`src/design/sst_pkg.sv`:
```
// ---------------------------------------------------------------------------
// sst_pkg: shared types, constants and functions
// Sizes of the sparse table, combine codes, channel word types and the
// combine function used by the update and query datapaths.
// ---------------------------------------------------------------------------
package sst_pkg;

  localparam int MAX_LENGTH  = 1024;
  localparam int LEVEL_COUNT = 11;
  localparam int VALUE_WIDTH = 32;

  localparam int POS_W     = $clog2(MAX_LENGTH);
  localparam int LEN_W     = POS_W + 1;
  localparam int LVL_W     = $clog2(LEVEL_COUNT);
  localparam int MEM_DEPTH = LEVEL_COUNT * MAX_LENGTH;
  localparam int ADDR_W    = $clog2(MEM_DEPTH);
  localparam int MODE_W    = 2;
  localparam int CFG_IDX_W = 1;
  localparam int CFG_W     = LEN_W;

  localparam logic [MODE_W-1:0] MODE_MIN = 2'd0;
  localparam logic [MODE_W-1:0] MODE_MAX = 2'd1;
  localparam logic [MODE_W-1:0] MODE_SUM = 2'd2;

  localparam logic OP_QUERY  = 1'b0;
  localparam logic OP_UPDATE = 1'b1;

  localparam logic STATUS_OK    = 1'b0;
  localparam logic STATUS_RANGE = 1'b1;

  localparam logic [CFG_IDX_W-1:0] CFG_MODE   = 1'd0;
  localparam logic [CFG_IDX_W-1:0] CFG_LENGTH = 1'd1;

  localparam logic [LEN_W-1:0] LEN_RESET = LEN_W'(MAX_LENGTH);
  localparam logic [LVL_W-1:0] TOP_LEVEL = LVL_W'(LEVEL_COUNT - 1);

  typedef struct packed {
    logic                   opcode;
    logic [POS_W-1:0]       start_index;
    logic [LEN_W-1:0]       end_index;
    logic [VALUE_WIDTH-1:0] new_value;
  } in_word_t;

  typedef struct packed {
    logic [VALUE_WIDTH-1:0] aggregate;
    logic                   status;
  } out_word_t;

  typedef struct packed {
    logic [MODE_W-1:0] mode;
    logic [LEN_W-1:0]  length;
  } cfg_t;

  typedef struct packed {
    logic                   we;
    logic [ADDR_W-1:0]      waddr;
    logic [VALUE_WIDTH-1:0] wdata;
    logic [ADDR_W-1:0]      raddr_a;
    logic [ADDR_W-1:0]      raddr_b;
  } mem_req_t;

  function automatic logic [VALUE_WIDTH-1:0] combine_values(
      input logic [MODE_W-1:0] mode,
      input logic [VALUE_WIDTH-1:0] a,
      input logic [VALUE_WIDTH-1:0] b);
    logic [VALUE_WIDTH-1:0] r;
    case (mode)
      MODE_MIN: r = (a < b) ? a : b;
      MODE_MAX: r = (a > b) ? a : b;
      default:  r = a + b;
    endcase
    return r;
  endfunction

  function automatic logic [VALUE_WIDTH-1:0] combine_identity(
      input logic [MODE_W-1:0] mode);
    return (mode == MODE_MIN) ? {VALUE_WIDTH{1'b1}} : '0;
  endfunction

  function automatic logic [LVL_W-1:0] floor_log2(input logic [LEN_W-1:0] x);
    logic [LVL_W-1:0] r;
    r = '0;
    for (int b = 1; b < LEN_W; b++) begin
      if (x[b]) r = LVL_W'(b);
    end
    return r;
  endfunction

endpackage

```
`src/design/sst_engine.sv`:
```
// ---------------------------------------------------------------------------
// sst_engine: update and query sequencer
// Clears the table after reset, rebuilds covering runs level by level on an
// update and walks power-of-two blocks on a query.
// ---------------------------------------------------------------------------
module sst_engine (
  input  logic                            clk,
  input  logic                            rst_n,
  input  sst_pkg::cfg_t                   cfg,
  input  logic                            in_valid,
  output logic                            in_ready,
  input  sst_pkg::in_word_t               in_word,
  output logic                            res_valid,
  input  logic                            res_ready,
  output sst_pkg::out_word_t              res_word,
  output sst_pkg::mem_req_t               mem_req,
  input  logic [sst_pkg::VALUE_WIDTH-1:0] rd_a,
  input  logic [sst_pkg::VALUE_WIDTH-1:0] rd_b
);
  import sst_pkg::*;

  localparam logic [2:0] ST_CLEAR = 3'd0;
  localparam logic [2:0] ST_IDLE  = 3'd1;
  localparam logic [2:0] ST_UPD   = 3'd2;
  localparam logic [2:0] ST_QRY   = 3'd3;
  localparam logic [2:0] ST_DONE  = 3'd4;

  logic [2:0]             state_r,   state_nxt;
  logic [ADDR_W-1:0]      clr_r,     clr_nxt;
  logic                   pend_r,    pend_nxt;
  logic [POS_W-1:0]       s_r,       s_nxt;
  logic [LEN_W-1:0]       e_r,       e_nxt;
  logic [LEN_W-1:0]       p_r,       p_nxt;
  logic [POS_W-1:0]       wpos_r,    wpos_nxt;
  logic [LVL_W-1:0]       lvl_r,     lvl_nxt;
  logic [LVL_W-1:0]       top_lvl_r, top_lvl_nxt;
  logic [VALUE_WIDTH-1:0] acc_r,     acc_nxt;
  out_word_t              res_r,     res_nxt;

  logic [LEN_W-1:0] k;
  logic [LEN_W-1:0] partner;
  logic [POS_W-1:0] last_pos;
  logic [LEN_W-1:0] span;
  logic [LVL_W-1:0] q_lvl;
  logic [LVL_W-1:0] n_lvl;

  function automatic logic [LEN_W-1:0] run_lo(input logic [POS_W-1:0] s,
                                              input logic [LVL_W-1:0] lvl);
    logic [LEN_W:0] blk;
    logic [LEN_W:0] sp1;
    blk = (LEN_W+1)'(1) << lvl;
    sp1 = (LEN_W+1)'(s) + (LEN_W+1)'(1);
    return (sp1 >= blk) ? LEN_W'(sp1 - blk) : '0;
  endfunction

  assign k        = LEN_W'(1) << (lvl_r - LVL_W'(1));
  assign partner  = p_r + k;
  assign last_pos = POS_W'(cfg.length - LEN_W'(1));
  assign span     = e_r - p_r;
  assign n_lvl    = (floor_log2(cfg.length) > TOP_LEVEL) ? TOP_LEVEL
                                                         : floor_log2(cfg.length);
  assign q_lvl    = (floor_log2(span) > TOP_LEVEL) ? TOP_LEVEL : floor_log2(span);

  always_comb begin
    state_nxt   = state_r;
    clr_nxt     = clr_r;
    pend_nxt    = pend_r;
    s_nxt       = s_r;
    e_nxt       = e_r;
    p_nxt       = p_r;
    wpos_nxt    = wpos_r;
    lvl_nxt     = lvl_r;
    top_lvl_nxt = top_lvl_r;
    acc_nxt     = acc_r;
    res_nxt     = res_r;
    in_ready    = 1'b0;
    res_valid   = 1'b0;
    mem_req     = '0;

    case (state_r)
      ST_CLEAR: begin
        mem_req.we    = 1'b1;
        mem_req.waddr = clr_r;
        clr_nxt       = clr_r + ADDR_W'(1);
        if (clr_r == ADDR_W'(MEM_DEPTH - 1)) state_nxt = ST_IDLE;
      end

      ST_IDLE: begin
        in_ready = 1'b1;
        pend_nxt = 1'b0;
        if (in_valid) begin
          s_nxt = in_word.start_index;
          e_nxt = in_word.end_index;
          if (in_word.opcode == OP_UPDATE) begin
            if (LEN_W'(in_word.start_index) >= cfg.length) begin
              res_nxt   = '{aggregate: '0, status: STATUS_RANGE};
              state_nxt = ST_DONE;
            end else begin
              mem_req.we    = 1'b1;
              mem_req.waddr = {LVL_W'(0), in_word.start_index};
              mem_req.wdata = in_word.new_value;
              top_lvl_nxt   = n_lvl;
              lvl_nxt       = LVL_W'(1);
              p_nxt         = run_lo(in_word.start_index, LVL_W'(1));
              if (n_lvl == LVL_W'(0)) begin
                res_nxt   = '{aggregate: '0, status: STATUS_OK};
                state_nxt = ST_DONE;
              end else begin
                state_nxt = ST_UPD;
              end
            end
          end else begin
            if (LEN_W'(in_word.start_index) > cfg.length ||
                in_word.end_index > cfg.length) begin
              res_nxt   = '{aggregate: '0, status: STATUS_RANGE};
              state_nxt = ST_DONE;
            end else begin
              acc_nxt   = combine_identity(cfg.mode);
              p_nxt     = LEN_W'(in_word.start_index);
              state_nxt = ST_QRY;
            end
          end
        end
      end

      ST_UPD: begin
        mem_req.we    = pend_r;
        mem_req.waddr = {lvl_r, wpos_r};
        mem_req.wdata = combine_values(cfg.mode, rd_a, rd_b);
        if (p_r <= LEN_W'(s_r)) begin
          mem_req.raddr_a = {lvl_r - LVL_W'(1), p_r[POS_W-1:0]};
          mem_req.raddr_b = {lvl_r - LVL_W'(1),
                             (partner < cfg.length) ? partner[POS_W-1:0] : last_pos};
          pend_nxt = 1'b1;
          wpos_nxt = p_r[POS_W-1:0];
          p_nxt    = p_r + LEN_W'(1);
        end else begin
          pend_nxt = 1'b0;
          if (lvl_r == top_lvl_r) begin
            res_nxt   = '{aggregate: '0, status: STATUS_OK};
            state_nxt = ST_DONE;
          end else begin
            lvl_nxt = lvl_r + LVL_W'(1);
            p_nxt   = run_lo(s_r, lvl_r + LVL_W'(1));
          end
        end
      end

      ST_QRY: begin
        if (pend_r) acc_nxt = combine_values(cfg.mode, acc_r, rd_a);
        if (p_r < e_r) begin
          mem_req.raddr_a = {q_lvl, p_r[POS_W-1:0]};
          p_nxt    = p_r + (LEN_W'(1) << q_lvl);
          pend_nxt = 1'b1;
        end else begin
          pend_nxt = 1'b0;
          if (!pend_r) begin
            res_nxt   = '{aggregate: acc_r, status: STATUS_OK};
            state_nxt = ST_DONE;
          end
        end
      end

      ST_DONE: begin
        res_valid = 1'b1;
        if (res_ready) state_nxt = ST_IDLE;
      end

      default: begin
        state_nxt = ST_IDLE;
      end
    endcase
  end

  assign res_word = res_r;

  always_ff @(posedge clk) begin
    if (!rst_n) begin
      state_r <= ST_CLEAR;
      clr_r   <= '0;
      pend_r  <= 1'b0;
    end else begin
      state_r <= state_nxt;
      clr_r   <= clr_nxt;
      pend_r  <= pend_nxt;
    end
  end

  always_ff @(posedge clk) begin
    s_r       <= s_nxt;
    e_r       <= e_nxt;
    p_r       <= p_nxt;
    wpos_r    <= wpos_nxt;
    lvl_r     <= lvl_nxt;
    top_lvl_r <= top_lvl_nxt;
    acc_r     <= acc_nxt;
    res_r     <= res_nxt;
  end

endmodule

```
`config.mk`:
```
export PLATFORM = sky130hd
export DESIGN_NAME = sst_engine
export DESIGN_NICKNAME = d
export VERILOG_FILES = /design/src/design/sst_pkg.sv /design/src/design/sst_engine.sv
export SDC_FILE = /design/constraint.sdc
export NUM_CORES = 1
export LEC_CHECK = 0
export CAP_MARGIN = 20
export CORE_MARGIN = 2
export CORE_UTILIZATION = 38
export CTS_CLUSTER_DIAMETER = 150
export DETAILED_ROUTE_END_ITERATION = 8
export DONT_BUFFER_PORTS = 1
export PLACE_DENSITY_LB_ADDON = 0.25
export SLEW_MARGIN = 20
export SYNTH_ARGS = -nofsm -noshare
export SYNTH_HDL_FRONTEND = slang
export SYNTH_SLANG_ARGS = --single-unit
```
`constraint.sdc`:
```
create_clock -name clk -period 6.96 [get_ports clk]
set_clock_uncertainty 0.05 [all_clocks]
set_input_delay 1.044 -clock clk [delete_from_list [all_inputs] [get_ports clk]]
set_output_delay 1.044 -clock clk [all_outputs]
set_load 0.005 [all_outputs]
```
Word level (Yosys, flattened, before mapping)

Index checks and enable logic that the tools add are counted.

Flip-flop bits (word level): 133
Bits in latches: 0
RAM bits: 0
ROM bits: 0
Input port bits: 135
Output and inout bits: 110
Word-level logic and storage cells: 174
Memories kept: 0

Add/sub/neg operators: 14
Multiply operators: 0
Div/mod/pow operators: 0
Magnitude comparators: 14
Equality and inequality tests: 28
Shifts and indexed selects: 3
Mux-type cells: 87
Bitwise gates (word level): 1
Reductions and logical operators: 15

Operators by type and width:

| cell                    | number |
|---|---|
| $mux W33                | 9 |
| $mux W32                | 9 |
| $pmux W32 S2            | 4 |
| $mux W47                | 3 |
| $mux W11                | 9 |
| $pmux W33 S3            | 1 |
| $mux W4                 | 24 |
| $add A32 B32 Y32        | 2 |
| $gt A32 B32 Y1          | 2 |
| $lt A32 B32 Y1          | 2 |
| $pmux W15 S3            | 1 |
| $mux W3                 | 11 |
| $pmux W11 S3            | 1 |
| $mux W14                | 2 |
| $mux W28                | 1 |
| $ne A2 B2 Y1 const B    | 14 |
| $pmux W14 S2            | 1 |
| $add A10 B1 Y11 const B | 2 |
| $add A11 B11 Y11        | 2 |
| $lt A11 B11 Y1          | 2 |
| $shl A1 B4 Y11 const A  | 2 |
| $sub A11 B11 Y11        | 2 |
| $ne A3 B3 Y1 const B    | 6 |
| $pmux W3 S5             | 1 |
| 38 further kinds        | 49 |

Longest topological paths before layout

Depth after elaboration: 18
Mapped depth: 26
Mapped depth without buffers: 26

Worst setup path before layout

Ideal clock, no wire load.

Path kind: input -> register
Start point: in rd_a[9] (netlist name)
End point: reg acc_r[0] (enable)
Setup time: 0.502 ns
Data arrival time: 5.808 ns
Required time: 6.408 ns
Path slack: 0.600 ns
Cell stages on the path: 11
Buffers on the path: 0
Path through: inv_1 ha_1 a21o_1 a21oi_1 o21bai_1 a21oi_1 o21bai_1 a21o_1 a221oi_1 o31ai_1 nor4_1

Cells in the longest elaborated chain, start to end: 3
Elaborated cells between the ends (all ways): 5
Those cells by class: order compare (2); eq/ne (2); reduce/logical (1)

Ends and longest elaborated chain:

| element                                                 | line                         | RTL |
|---|---|---|
| from (decl)                                             | sst_engine.sv:17             | `input logic [sst_pkg::VALUE_WIDTH-1:0] rd_a,` |
| $gt A32 B32 Y1 / $lt A32 B32 Y1 (equally long branches) | sst_pkg.sv:69, sst_pkg.sv:68 |  |
| $ne A3 B3 Y1 (no line)                                  | --                           |  |
| $reduce_and A7 Y1 (no line) *                           | --                           |  |
| to (signal assigned)                                    | sst_engine.sv:196            | `acc_r <= acc_nxt;` |
| to (decl)                                               | sst_engine.sv:37             | `logic [VALUE_WIDTH-1:0] acc_r, acc_nxt;` |

Every way passes the cells marked *; elsewhere a longest branch is shown, timed or not.
A chain may end at the register's enable or synchronous reset.

==> metrics.md <==
| Metric | Value |
|---|---|
| Top FF cell, synth | `edfxtp_1` |
| Via density per instance | `5.96` |
| Area contributors post-synth | `edfxtp_1 (21%), ha_1 (17%), xnor2_1 (5.4%), a21oi_1 (5.2%), inv_1 (4.7%)` |
| Min-delay worst type | `flip-flop to flip-flop` |
| Worst-case clock buffer depth | `2` |
| Post-synth ARST share | `0%` |
| GPL Wtd Cong | `0.934` |
| Max IR drop VDD | `165 uV` |
| Clock period minus worst slack | `6440 ps` |
| Initial antenna violation count | `1` |
| Post-synth EDFFs | `115` |
| Final setup vio count | `0` |
| Yosys reg bits | `133` |
| Nature of the critical path endpoint | `output port` |
| Worst slew pin tran | `1010 ps` |
| Most common cell in the netlist | `ha_1` |
| Post-synthesis cell count | `2073` |
| Cell Pwr Density | `140 nW/um^2` |
| DIE WIDTH | `212 um` |
| IO buf count | `0` |
| Avg Cell Area, Syn | `7.96 um^2` |
| DP Wirelength | `46800 um` |
| Seq/Total Area, Yosys | `23.1%` |
| Share of cells above drive strength 1 | `4.81%` |
| Synth top cells by count | `ha_1 (223), inv_1 (207), nor2_1 (177)` |
| Post-CTS Hold Buffers | `0` |
| Sink Count | `133` |
| Area leader, netlist | `edfxtp_1` |
| CTS H-tree lvls | `4` |
| I/O pins | `245` |
| Worst-path clk slew | `70 ps` |
| Fmax | `155 MHz` |
| Final period util | `92.5%` |
| Total Power | `2.48 mW` |
| MaxCap Viol Count | `0` |
| Gr usage total | `26.1%` |
| Die area | `45100 um^2` |
| Std-Cell Rows | `76` |
| Overflow after GRT | `0` |
| First-pass iteration count of the detailed router | `7` |
| Clk Tree Root Cell | `clkbuf_16` |
| Startpoint Class | `flip-flop` |
| TritonCTS clock tree | `done` |
| Relative slew slack | `31.8%` |
| Die extent in y | `212 um` |
| WP data arrival | `5340 ps` |
| First-pass GRT wire length | `89100 um` |
| Yosys Warn Count | `0` |
| Top cell type's share of synthesized area | `20.9%` |
| Final setup TNS | `0 ps` |
| RSZ-0062 raised after global routing | `no` |
| Final Hold Vio Count | `0` |
| Distinct cell type count after synthesis | `80` |
| Final antenna-violating net count | `0` |
| Via Count | `15600` |
| Area Growth Syn to Fin | `7.39%` |
| Number of global-route vias before repair | `14700` |
| Routed wire length | `59700 um` |
| Largest net degree at the start of global routing | `73` |
| Slew Viols, Final | `0` |
| Wirelength per Cell | `22.8 um` |
| Total core area | `43000 um^2` |
| Initial Util | `38.4%` |
| Syn_nets | `2437` |
| CTS buffer count | `17` |
| Clk_lat worst skew | `450 ps` |
| Setup CP Type | `flip-flop to output port` |
| Nets | `2390` |
| Initial DRC count | `1440` |
| DRC | `0` |
| Leakage | `7.54 nW` |
| Netlist Area Pre-Place | `16500 um^2` |
| Status | `completed` |
| Diodes inserted | `0` |
| Crit-path max FO | `18` |
| CP Data Required Time | `5870 ps` |
[flip-flops by register name, summed over array words and instances, names as in the netlist]
signal,count
p_r,11
lvl_r,4
state_r,3
e_r,11
pend_r,1
top_lvl_r,4
s_r,10
wpos_r,10
clr_r,14
acc_r,32
res_word,33
[worst paths after layout]
kind         startpoint    endpoint  slack (ps)  depth (start not counted)
min              pend_r      pend_r         490                          2
max            lvl_r[0]  mem_req[3]         520                         19
min reg2reg      pend_r      pend_r         490                          2
max reg2reg      p_r[1]     p_r[10]        1020                         25
[final cells by class]
| class | instances | area (um^2) |
|---|---|---|
| timing repair buffer | 26 | 195 |
| inverter | 209 | 785 |
| tap | 585 | 732 |
| multi-input combinational | 1639 | 11600 |
| fill | 4458 | 25300 |
| clock buffer | 18 | 450 |
| sequential | 133 | 3810 |
| clock inverter | 14 | 128 |
[critical path: stages, from the launching register on]
cell	delay (ps)
edfxtp_1	630
inv_1	160
ha_1	260
xnor2_2	350
inv_1	80
nor2_1	180
and2_1	160
ha_1	180
fa_1	460
ha_1	300
a21o_1	160
a21o_1	160
a21o_1	160
a21o_1	170
a21o_1	170
a2111oi_0	580
o31ai_2	150
buf_4	220
and3_1	150
nor3_1	190
[cell families (layout without fill, tap and decap cells)]
kind of cell | count (synthesis) | count (layout) | share of synthesized area, %
buffers and inverters | 301 | 267 | 6.92
adders and majority gates | 229 | 229 | 17.6
DFF | 133 | 133 | 23.1
and+or+nand+nor | 642 | 642 | 19.2
muxes | 17 | 17 | 1.03
xor gates and xnor gates | 126 | 126 | 6.69
AOI/OAI and AO/OA | 625 | 625 | 25.4
[routing by layer]
| metal | track usage, % | wire length (um) |
|---|---|---|
| met1 | 36.8 | 27400 |
| met2 | 39.2 | 25400 |
| met5 | 0 | 0 |
| met4 | 8.92 | 1830 |
| met3 | 5.83 | 5090 |
[where the power goes]
part	leakage [nW]	total [mW]	internal, mW	switching (mW)
sequential	1.27	0.893	0.878	0.0150
clock	0.291	0.905	0.494	0.412
combinational	5.98	0.679	0.260	0.419
total	7.54	2.48	1.63	0.846
[cell usage in the layout, fill, tap and decap left out, types with 12 or more instances in the layout]
cell	count
or3_1	16
o21bai_1	26
nor2b_1	26
o22ai_1	31
dfxtp_1	17
o21ai_0	102
xor2_1	25
xnor2_1	100
o211ai_1	35
a21oi_1	172
a21o_1	41
inv_1	207
a22o_1	24
nand2_1	142
nand4_1	33
a221oi_1	31
ha_1	223
nor2_1	173
and2_1	15
mux2i_1	17
a222oi_1	12
edfxtp_1	115
a31oi_1	15
nand2b_1	31
nor4_1	21
clkbuf_16	18
and3_1	44
o21a_1	15
o31ai_1	15
nand3_1	52
nor3_1	43
a211oi_1	16
buf_4	26
[per-stage QoR]
step           area, um^2  utilization [%]  std cells  setup WS (ps)  hold WS, ps
4_1_cts             17700             41.2       2624            376          479
6_report            17700             41.2       2624            522          486
2_1_floorplan       16500                -       2073            600          430
3_3_place_gp        17100             39.8       2592           1050          461
3_5_place_dp        17100             39.8       2592            901          467
5_1_grt             17700             41.2       2624            166          505
[timing repair]
item	in CTS	in global routing
setup buffers	0	0
resized for setup	0	1
endpoints found under the setup margin	0	7
Note: power is estimated with default switching activity, not from simulation.
